[config.mk]
export PLATFORM = sky130hd
export DESIGN_NAME = remote_command_frame_parser_core
export DESIGN_NICKNAME = d
export VERILOG_FILES = /design/src/rtl/rcfp_pkg.sv /design/src/rtl/remote_command_frame_parser_core.sv
export SDC_FILE = /design/constraint.sdc
export NUM_CORES = 1
export LEC_CHECK = 0
export BUFFER_PORTS_ARGS = -buffer_cell sky130_fd_sc_hd__buf_2
export CAP_MARGIN = 30
export CORE_ASPECT_RATIO = 0.7
export CORE_MARGIN = 2
export CORE_UTILIZATION = 50
export DETAILED_ROUTE_END_ITERATION = 8
export HOLD_SLACK_MARGIN = 0.08
export PLACE_DENSITY_LB_ADDON = 0.05
export SLEW_MARGIN = 10
export SYNTH_ARGS = -nofsm -noshare
export SYNTH_HDL_FRONTEND = slang
export SYNTH_SLANG_ARGS = --single-unit
[constraint.sdc]
create_clock -name clock -period 4.3 [get_ports clock]
set_clock_uncertainty 0.05 [all_clocks]
set_input_delay 0.215 -clock clock [delete_from_list [all_inputs] [get_ports clock]]
set_output_delay 0.215 -clock clock [all_outputs]
set_load 0.02 [all_outputs]
[src/rtl/rcfp_pkg.sv]
package rcfp_pkg;

   localparam int FRAME_LEN = 64;
   localparam int CNT_W     = $clog2(FRAME_LEN + 1);

   localparam logic [7:0] CH_OPEN   = 8'h7B;
   localparam logic [7:0] CH_CLOSE  = 8'h7D;
   localparam logic [7:0] CH_TURN   = 8'h4B;
   localparam logic [7:0] CH_LEAVE1 = 8'h49;
   localparam logic [7:0] CH_LEAVE2 = 8'h4A;
   localparam logic [7:0] CH_REPORT = 8'h50;
   localparam logic [7:0] CH_SAVE   = 8'h57;
   localparam logic [7:0] CH_HASH   = 8'h23;
   localparam logic [7:0] CH_ZERO   = 8'h30;
   localparam logic [7:0] CH_LAST_ID = 8'h36;
   localparam logic [7:0] CH_DIR_LO = 8'h41;
   localparam logic [7:0] CH_DIR_HI = 8'h48;
   localparam logic [7:0] CH_RIGHT  = 8'h43;
   localparam logic [7:0] CH_LEFT   = 8'h47;
   localparam logic [7:0] CH_FWD    = 8'h45;
   localparam logic [7:0] RAW_DIR_HI = 8'h08;
   localparam logic [7:0] DIGIT_BIAS = 8'd48;

   localparam logic [3:0] DIR_STOP  = 4'd0;
   localparam logic [3:0] DIR_MAX   = 4'd8;
   localparam logic [2:0] PARAM_MAX = 3'd6;

   typedef enum logic [1:0] {
      EV_NONE   = 2'd0,
      EV_PARAM  = 2'd1,
      EV_REPORT = 2'd2,
      EV_SAVE   = 2'd3
   } event_type;

endpackage

[src/rtl/remote_command_frame_parser_core.sv]
// Channel    | Ports                          | Handshake
// -----------+--------------------------------+--------------------------
// request    | req_valid/ready, req_rx_byte   | valid/ready, accepted when both high
// response   | rsp_valid/ready, rsp_* fields  | valid/ready, accepted when both high
// config     | csr_wr_en, csr_wr_data         | write on enable, no wait
//
// One request per cycle sustained while responses are taken; a request passes
// through the input register, then the result register, before rsp_valid rises.
// Parsing state advances only when the input register moves into the result
// register, so a stalled response holds one request in the input register.
// Reset (synchronous, active high) clears all parse and direction state.
// req_ready stays high while the input register is empty or can advance.
module remote_command_frame_parser_core (
   input  logic                    clock,
   input  logic                    reset,
   input  logic                    req_valid,
   output logic                    req_ready,
   input  logic [7:0]              req_rx_byte,
   output logic                    rsp_valid,
   input  logic                    rsp_ready,
   output logic [3:0]              rsp_direction,
   output logic                    rsp_turn_left,
   output logic                    rsp_turn_right,
   output logic                    rsp_turn_mode,
   output logic [1:0]              rsp_event_res,
   output logic [2:0]              rsp_param_id,
   output logic signed [31:0]      rsp_param_value,
   input  logic                    csr_wr_en,
   input  logic                    csr_wr_data
);
   import rcfp_pkg::*;

   localparam logic [CNT_W-1:0] FRAME_LEN_C = CNT_W'(FRAME_LEN);
   localparam logic [CNT_W-1:0] IDX_ID      = CNT_W'(1);
   localparam logic [CNT_W-1:0] IDX_TAG     = CNT_W'(3);

   // configuration
   logic run_mode_ff;

   // input stage
   logic       in_valid_ff, in_valid_in;
   logic [7:0] in_byte_ff;

   // direction state
   logic       turn_ff, turn_in;
   logic [3:0] dir_ff, dir_in;
   logic       left_ff, left_in;
   logic       right_ff, right_in;

   // frame state
   logic             coll_ff, coll_in;
   logic [CNT_W-1:0] cnt_ff, cnt_in;
   logic [7:0]       id_ff, id_in;
   logic [7:0]       tag_ff, tag_in;
   logic [31:0]      acc_ff, acc_in;

   // result stage
   logic        rsp_valid_ff, rsp_valid_in;
   logic [3:0]  rsp_dir_ff;
   logic        rsp_left_ff, rsp_right_ff, rsp_turn_ff;
   event_type   rsp_ev_ff, ev_in;
   logic [2:0]  rsp_pid_ff, pid_in;
   logic [31:0] rsp_pval_ff, pval_in;

   logic       advance;
   logic       req_accept;
   logic [7:0] b;
   logic       open_start;
   logic       coll_eff;
   logic [CNT_W-1:0] cnt_eff;

   assign advance    = in_valid_ff && (!rsp_valid_ff || rsp_ready);
   assign req_ready  = !in_valid_ff || advance;
   assign req_accept = req_valid && req_ready;
   assign b          = in_byte_ff;

   assign in_valid_in  = req_accept || (in_valid_ff && !advance);
   assign rsp_valid_in = advance || (rsp_valid_ff && !rsp_ready);

   // Direction and turn decoding; turn mode updates before direction sees the byte.
   always_comb begin
      turn_in  = turn_ff;
      dir_in   = dir_ff;
      left_in  = left_ff;
      right_in = right_ff;
      if (b == CH_TURN) begin
         turn_in = 1'b1;
      end else if (b == CH_LEAVE1 || b == CH_LEAVE2) begin
         turn_in = 1'b0;
      end
      if (!run_mode_ff) begin
         if (!turn_in) begin
            if (b >= CH_DIR_LO && b <= CH_DIR_HI) begin
               dir_in = b[3:0];
            end else if (b <= RAW_DIR_HI) begin
               dir_in = b[3:0];
            end else begin
               dir_in = DIR_STOP;
            end
         end else begin
            left_in  = (b == CH_LEFT);
            right_in = (b == CH_RIGHT);
            if (b == CH_DIR_LO || b == CH_FWD) begin
               dir_in = b[3:0];
            end else begin
               dir_in = DIR_STOP;
            end
         end
      end
   end

   // Frame collection and event decision.
   assign open_start = (b == CH_OPEN) && !coll_ff;
   assign coll_eff   = coll_ff || open_start;
   assign cnt_eff    = open_start ? '0 : cnt_ff;

   always_comb begin
      coll_in = coll_eff;
      cnt_in  = cnt_eff;
      id_in   = id_ff;
      tag_in  = tag_ff;
      acc_in  = acc_ff;
      ev_in   = EV_NONE;
      pid_in  = '0;
      pval_in = '0;
      if (b == CH_CLOSE) begin
         if (tag_ff == CH_REPORT) begin
            ev_in = EV_REPORT;
         end else if (tag_ff == CH_SAVE) begin
            ev_in = EV_SAVE;
         end else if (id_ff != CH_HASH && id_ff >= CH_ZERO && id_ff <= CH_LAST_ID) begin
            ev_in   = EV_PARAM;
            pid_in  = 3'(id_ff - CH_ZERO);
            pval_in = acc_ff;
         end
         // drop the frame back to idle
         coll_in = 1'b0;
         cnt_in  = '0;
         id_in   = '0;
         tag_in  = '0;
         acc_in  = '0;
      end else if (coll_eff && cnt_eff < FRAME_LEN_C) begin
         if (cnt_eff == IDX_ID) begin
            id_in = b;
         end
         if (cnt_eff == IDX_TAG) begin
            tag_in = b;
         end
         if (cnt_eff >= IDX_TAG) begin
            // value * 10 + byte - 48, wrapping in 32 bits
            acc_in = {acc_ff[28:0], 3'b000} + {acc_ff[30:0], 1'b0}
                   + {24'd0, b} - {24'd0, DIGIT_BIAS};
         end
         cnt_in = cnt_eff + CNT_W'(1);
      end
   end

   // control and state registers
   always_ff @(posedge clock) begin
      if (reset) begin
         run_mode_ff  <= 1'b0;
         in_valid_ff  <= 1'b0;
         rsp_valid_ff <= 1'b0;
         turn_ff      <= 1'b0;
         dir_ff       <= DIR_STOP;
         left_ff      <= 1'b0;
         right_ff     <= 1'b0;
         coll_ff      <= 1'b0;
         cnt_ff       <= '0;
         id_ff        <= '0;
         tag_ff       <= '0;
         acc_ff       <= '0;
      end else begin
         if (csr_wr_en) begin
            run_mode_ff <= csr_wr_data;
         end
         in_valid_ff  <= in_valid_in;
         rsp_valid_ff <= rsp_valid_in;
         if (advance) begin
            turn_ff  <= turn_in;
            dir_ff   <= dir_in;
            left_ff  <= left_in;
            right_ff <= right_in;
            coll_ff  <= coll_in;
            cnt_ff   <= cnt_in;
            id_ff    <= id_in;
            tag_ff   <= tag_in;
            acc_ff   <= acc_in;
         end
      end
   end

   // payload registers: hold until advanced
   always_ff @(posedge clock) begin
      if (req_accept) begin
         in_byte_ff <= req_rx_byte;
      end
      if (advance) begin
         rsp_dir_ff   <= dir_in;
         rsp_left_ff  <= left_in;
         rsp_right_ff <= right_in;
         rsp_turn_ff  <= turn_in;
         rsp_ev_ff    <= ev_in;
         rsp_pid_ff   <= pid_in;
         rsp_pval_ff  <= pval_in;
      end
   end

   assign rsp_valid       = rsp_valid_ff;
   assign rsp_direction   = rsp_dir_ff;
   assign rsp_turn_left   = rsp_left_ff;
   assign rsp_turn_right  = rsp_right_ff;
   assign rsp_turn_mode   = rsp_turn_ff;
   assign rsp_event_res   = rsp_ev_ff;
   assign rsp_param_id    = rsp_pid_ff;
   assign rsp_param_value = signed'(rsp_pval_ff);

endmodule

==> results.py <==
metrics = {
    "floorplanning": {
        "start_util_pct": 51.5,
        "rows": 36,
        "die_h_um": 104,
        "ios": 60,
        "core_um2": 14000,
        "design.die.area_um2": 15400,
        "die_w_um": 148,
    },
    "drt": {
        "vias_per_cell": 5.38,
        "route.vias.total": 5635,
        "detail_route.wl_per_cell_um": 15.2,
        "drc": 0,
        "wl_mm": 16.0,
        "dr.pass1.iters": 4,
        "ant_nets": 0,
        "drtIter0Drc": 360,
    },
    "global_routing": {
        "antenna_found_initial": 0,
        "gr-usage-all-layers_pct": 22.0,
        "grt_pass1_vias": 5378,
        "grt_remaining_overflow": 0,
        "grt_pass1_wl_mm": 26.8,
        "grt_start_max_net_pins": 60,
    },
    "setup_path": {
        "critPathLaunchType": "register",
        "crit_type": "reg2reg",
        "end_kind": "register",
        "cp.arrival_ns": 4.21,
        "critPathRequiredTime_ns": 4.57,
        "cp_slowest_cell": "edfxtp_1",
        "path_buf_inv": 2,
        "cp_max_fo": 7,
        "cp_cell_sequence": "inv_1 > fa_1 > inv_1 > fa_1 > ha_1 > a211oi_1 > o211ai_1 > a41oi_2 > o21ai_1 > a221o_1 > xor2_1 > a22o_1",
        "rrSetupSlack_ns": 0.36,
        "critical-path-top-delay-family": "compound AO/OA/AOI/OAI gates",
        "critPathMaxStageDelay_ns": 0.45,
    },
    "clock_tree": {
        "clkSinkCount": 118,
        "cts_root_buf": "clkbuf_16",
        "path_clk_slew_ns": 0.06,
        "post_cts_buffers": 0,
        "cts_buffers": 17,
        "clock_path_buffers": 2,
        "cts_tree": "built",
        "clk_latency_ns": 0.43,
        "htreeDepth": 4,
    },
    "timing": {
        "finalHoldViolCount": 0,
        "setup_tns_ns": 0,
        "grt_setup_unrepaired": "false",
        "finalWorstSetupSlack_ns": 0.358,
        "period_minus_slack_ns": 3.94,
        "max_freq_mhz": 254,
        "finalMaxSlewViolations": 0,
        "slew_headroom_pct": 40.0,
        "finalSetupViolCount": 0,
        "layout_worst_path_cycle_share_pct": 91.7,
        "worstMarginPinSlew_ns": 0.900,
    },
    "logic_synthesis": {
        "syn_inst": 777,
        "yosys.cell_types.count": 59,
        "synthesis.area_um2": 7210,
        "async_reset_ff_share_pct": 0,
        "yosys_warnings": 0,
        "ys_ff_latch": 118,
        "synth_edf_count": 52,
        "synthFlopType": "dfxtp_1",
        "avgSynthCellArea_um2": 9.28,
        "synth_nets": 881,
        "yosysSeqAreaShare_pct": 40.0,
    },
    "final_layout": {
        "nNetsFinal": 949,
        "drive_gt1_share_pct": 12.6,
        "area.growth.synth_to_final_pct": 15.9,
        "fin_area_um2": 8360,
        "diodes": 0,
    },
    "pwr": {
        "ir_worst_vdd_mv": 0.261,
        "power_density_nw_per_um2": 334,
        "p_leak_nw": 3.64,
        "p_total_w": 0.00279,
    },
    "place": {
        "dp_hpwl_mm": 11.3,
        "portBuffers": 59,
        "gp_congestion": 0.890,
        "post_dp_cell_area_um2": 7660,
        "dp_slack_ns": 0.285,
    },
    "outcome": {
        "status": "finished, final reports clean",
    },
    "hold_path": {
        "min_path_type": "in2reg",
    },
    "run": {
        "maxCapViolCount": 0,
    },
}
[through the flow]
stage / std cells / util, % / hold WS, ns
2_1_floorplan: 777 / - / 0.264
4_1_cts: 1048 / 59.6 / 0.346
6_report: 1048 / 59.6 / 0.344
3_5_place_dp: 1004 / 54.7 / 0.344
5_1_grt: 1048 / 59.6 / 0.382
3_3_place_gp: 1004 / 54.7 / 0.342
[state kept, by name, summed over array words and instances (netlist names)]
signal and count:
tag_ff 8, turn_ff 1, right_ff 1, id_ff 8
rsp_turn_mode 1, coll_ff 1, rsp_param_id 3, rsp_param_value 32
rsp_valid 1, rsp_turn_right 1, cnt_ff 7, run_mode_ff 1
rsp_turn_left 1, rsp_direction 4, b 8, acc_ff 32
in_valid_ff 1, dir_ff 4, left_ff 1, rsp_event_res 2
[cell usage after synthesis, drive strengths merged, types with 15 or more instances]
cell type  instances  share of area, %
edfxtp            52                22
inv              101               5.3
a21oi             60               4.2
nor3              19               1.4
nand2             46               2.5
nor2              69               3.8
and2              43               3.7
mux2i             16               2.2
o21ai             31               2.2
dfxtp             66                18
ha                84                15
a22o              15               1.8
clkbuf            19              0.99
xnor2             16               1.9
[final timing paths]
kind                                             start                       end  cells past startpoint
worst max-delay path                    b[3]$_DFFE_PP_   acc_ff[26]$_SDFFE_PP0P_                     12
worst max register to register          b[3]$_DFFE_PP_   acc_ff[26]$_SDFFE_PP0P_                     12
worst min-delay path                             reset  run_mode_ff$_SDFFE_PP0P_                      3
worst min register to register  dir_ff[3]$_SDFFE_PP0P_    dir_ff[3]$_SDFFE_PP0P_                      2
[cell families (layout without fill, tap and decap cells)]
family	after synthesis	after routing	synth area share, %
AND/OR/NAND/NOR	228	228	16.0
buffers and inverters	128	209	6.98
flip-flops	118	118	40.0
XOR/XNOR	30	30	3.64
multiplexers	18	18	2.53
adder cells (fa/ha/maj)	90	90	16.2
AO/OA/AOI/OAI	165	165	14.6
[timing repair]
| item | CTS | global route |
|---|---|---|
| hold buffers | 12 | 0 |
| resized for setup | 0 | 1 |
| hold endpoints to repair | 11 | 0 |
| setup endpoints to repair | 0 | 3 |
[cells in the final DEF, fill, tap and decap left out, types with 4 or more instances in the layout]
cell             n
o211ai_1         4
xnor2_1         16
dfxtp_1         66
buf_4            5
a22o_1          15
fa_1             6
ha_1            84
xor2_1          14
nor2b_1          5
nor3_1          18
a21o_1          13
o21ai_0         30
a211oi_1         7
edfxtp_1        52
nand4_1          6
o31ai_1          4
and2_1          43
a22oi_1          9
or4_1            5
nand3_1         14
inv_1          100
nor2_1          67
a21oi_1         60
nand2_1         44
clkinv_2         4
buf_2           59
clkbuf_16       17
mux2i_1         16
dlygate4sd3_1   12
nand2b_1         5
[layer usage]
| layer | vias up | GRT usage [%] | part of all wire, % |
|---|---|---|---|
| li1 | 2840 | - | - |
| met1 | 2626 | 32.4 | 52 |
| met2 | 150 | 31.0 | 41 |
| met3 | 19 | 5.92 | 5.7 |
| met4 | 0 | 7.35 | 1.2 |
| met5 | - | 0 | 0 |
[where the power goes]
part           total [W]  internal [W]  switching, W
sequential       0.00121       0.00120     0.0000154
clock            0.00138      0.000847      0.000535
combinational   0.000201     0.0000743      0.000127
total            0.00279       0.00212      0.000677
[final cells by class]
type | instances | area [um^2]
fillers | 1236 | 5650
multi-input cells | 531 | 3840
flip-flops and latches | 118 | 2880
repair buffers | 76 | 453
clock buffers | 19 | 433
inverters | 101 | 379
well taps | 190 | 238
clock inverters | 13 | 133
[worst reg2reg max path, stage by stage (launching register included)]
cell	delay, ns
edfxtp_1	0.45
inv_1	0.18
fa_1	0.44
inv_1	0.08
fa_1	0.43
ha_1	0.33
a211oi_1	0.34
o211ai_1	0.20
a41oi_2	0.37
o21ai_1	0.25
a221o_1	0.39
xor2_1	0.14
a22o_1	0.20
(Power assumes the default switching activity.)
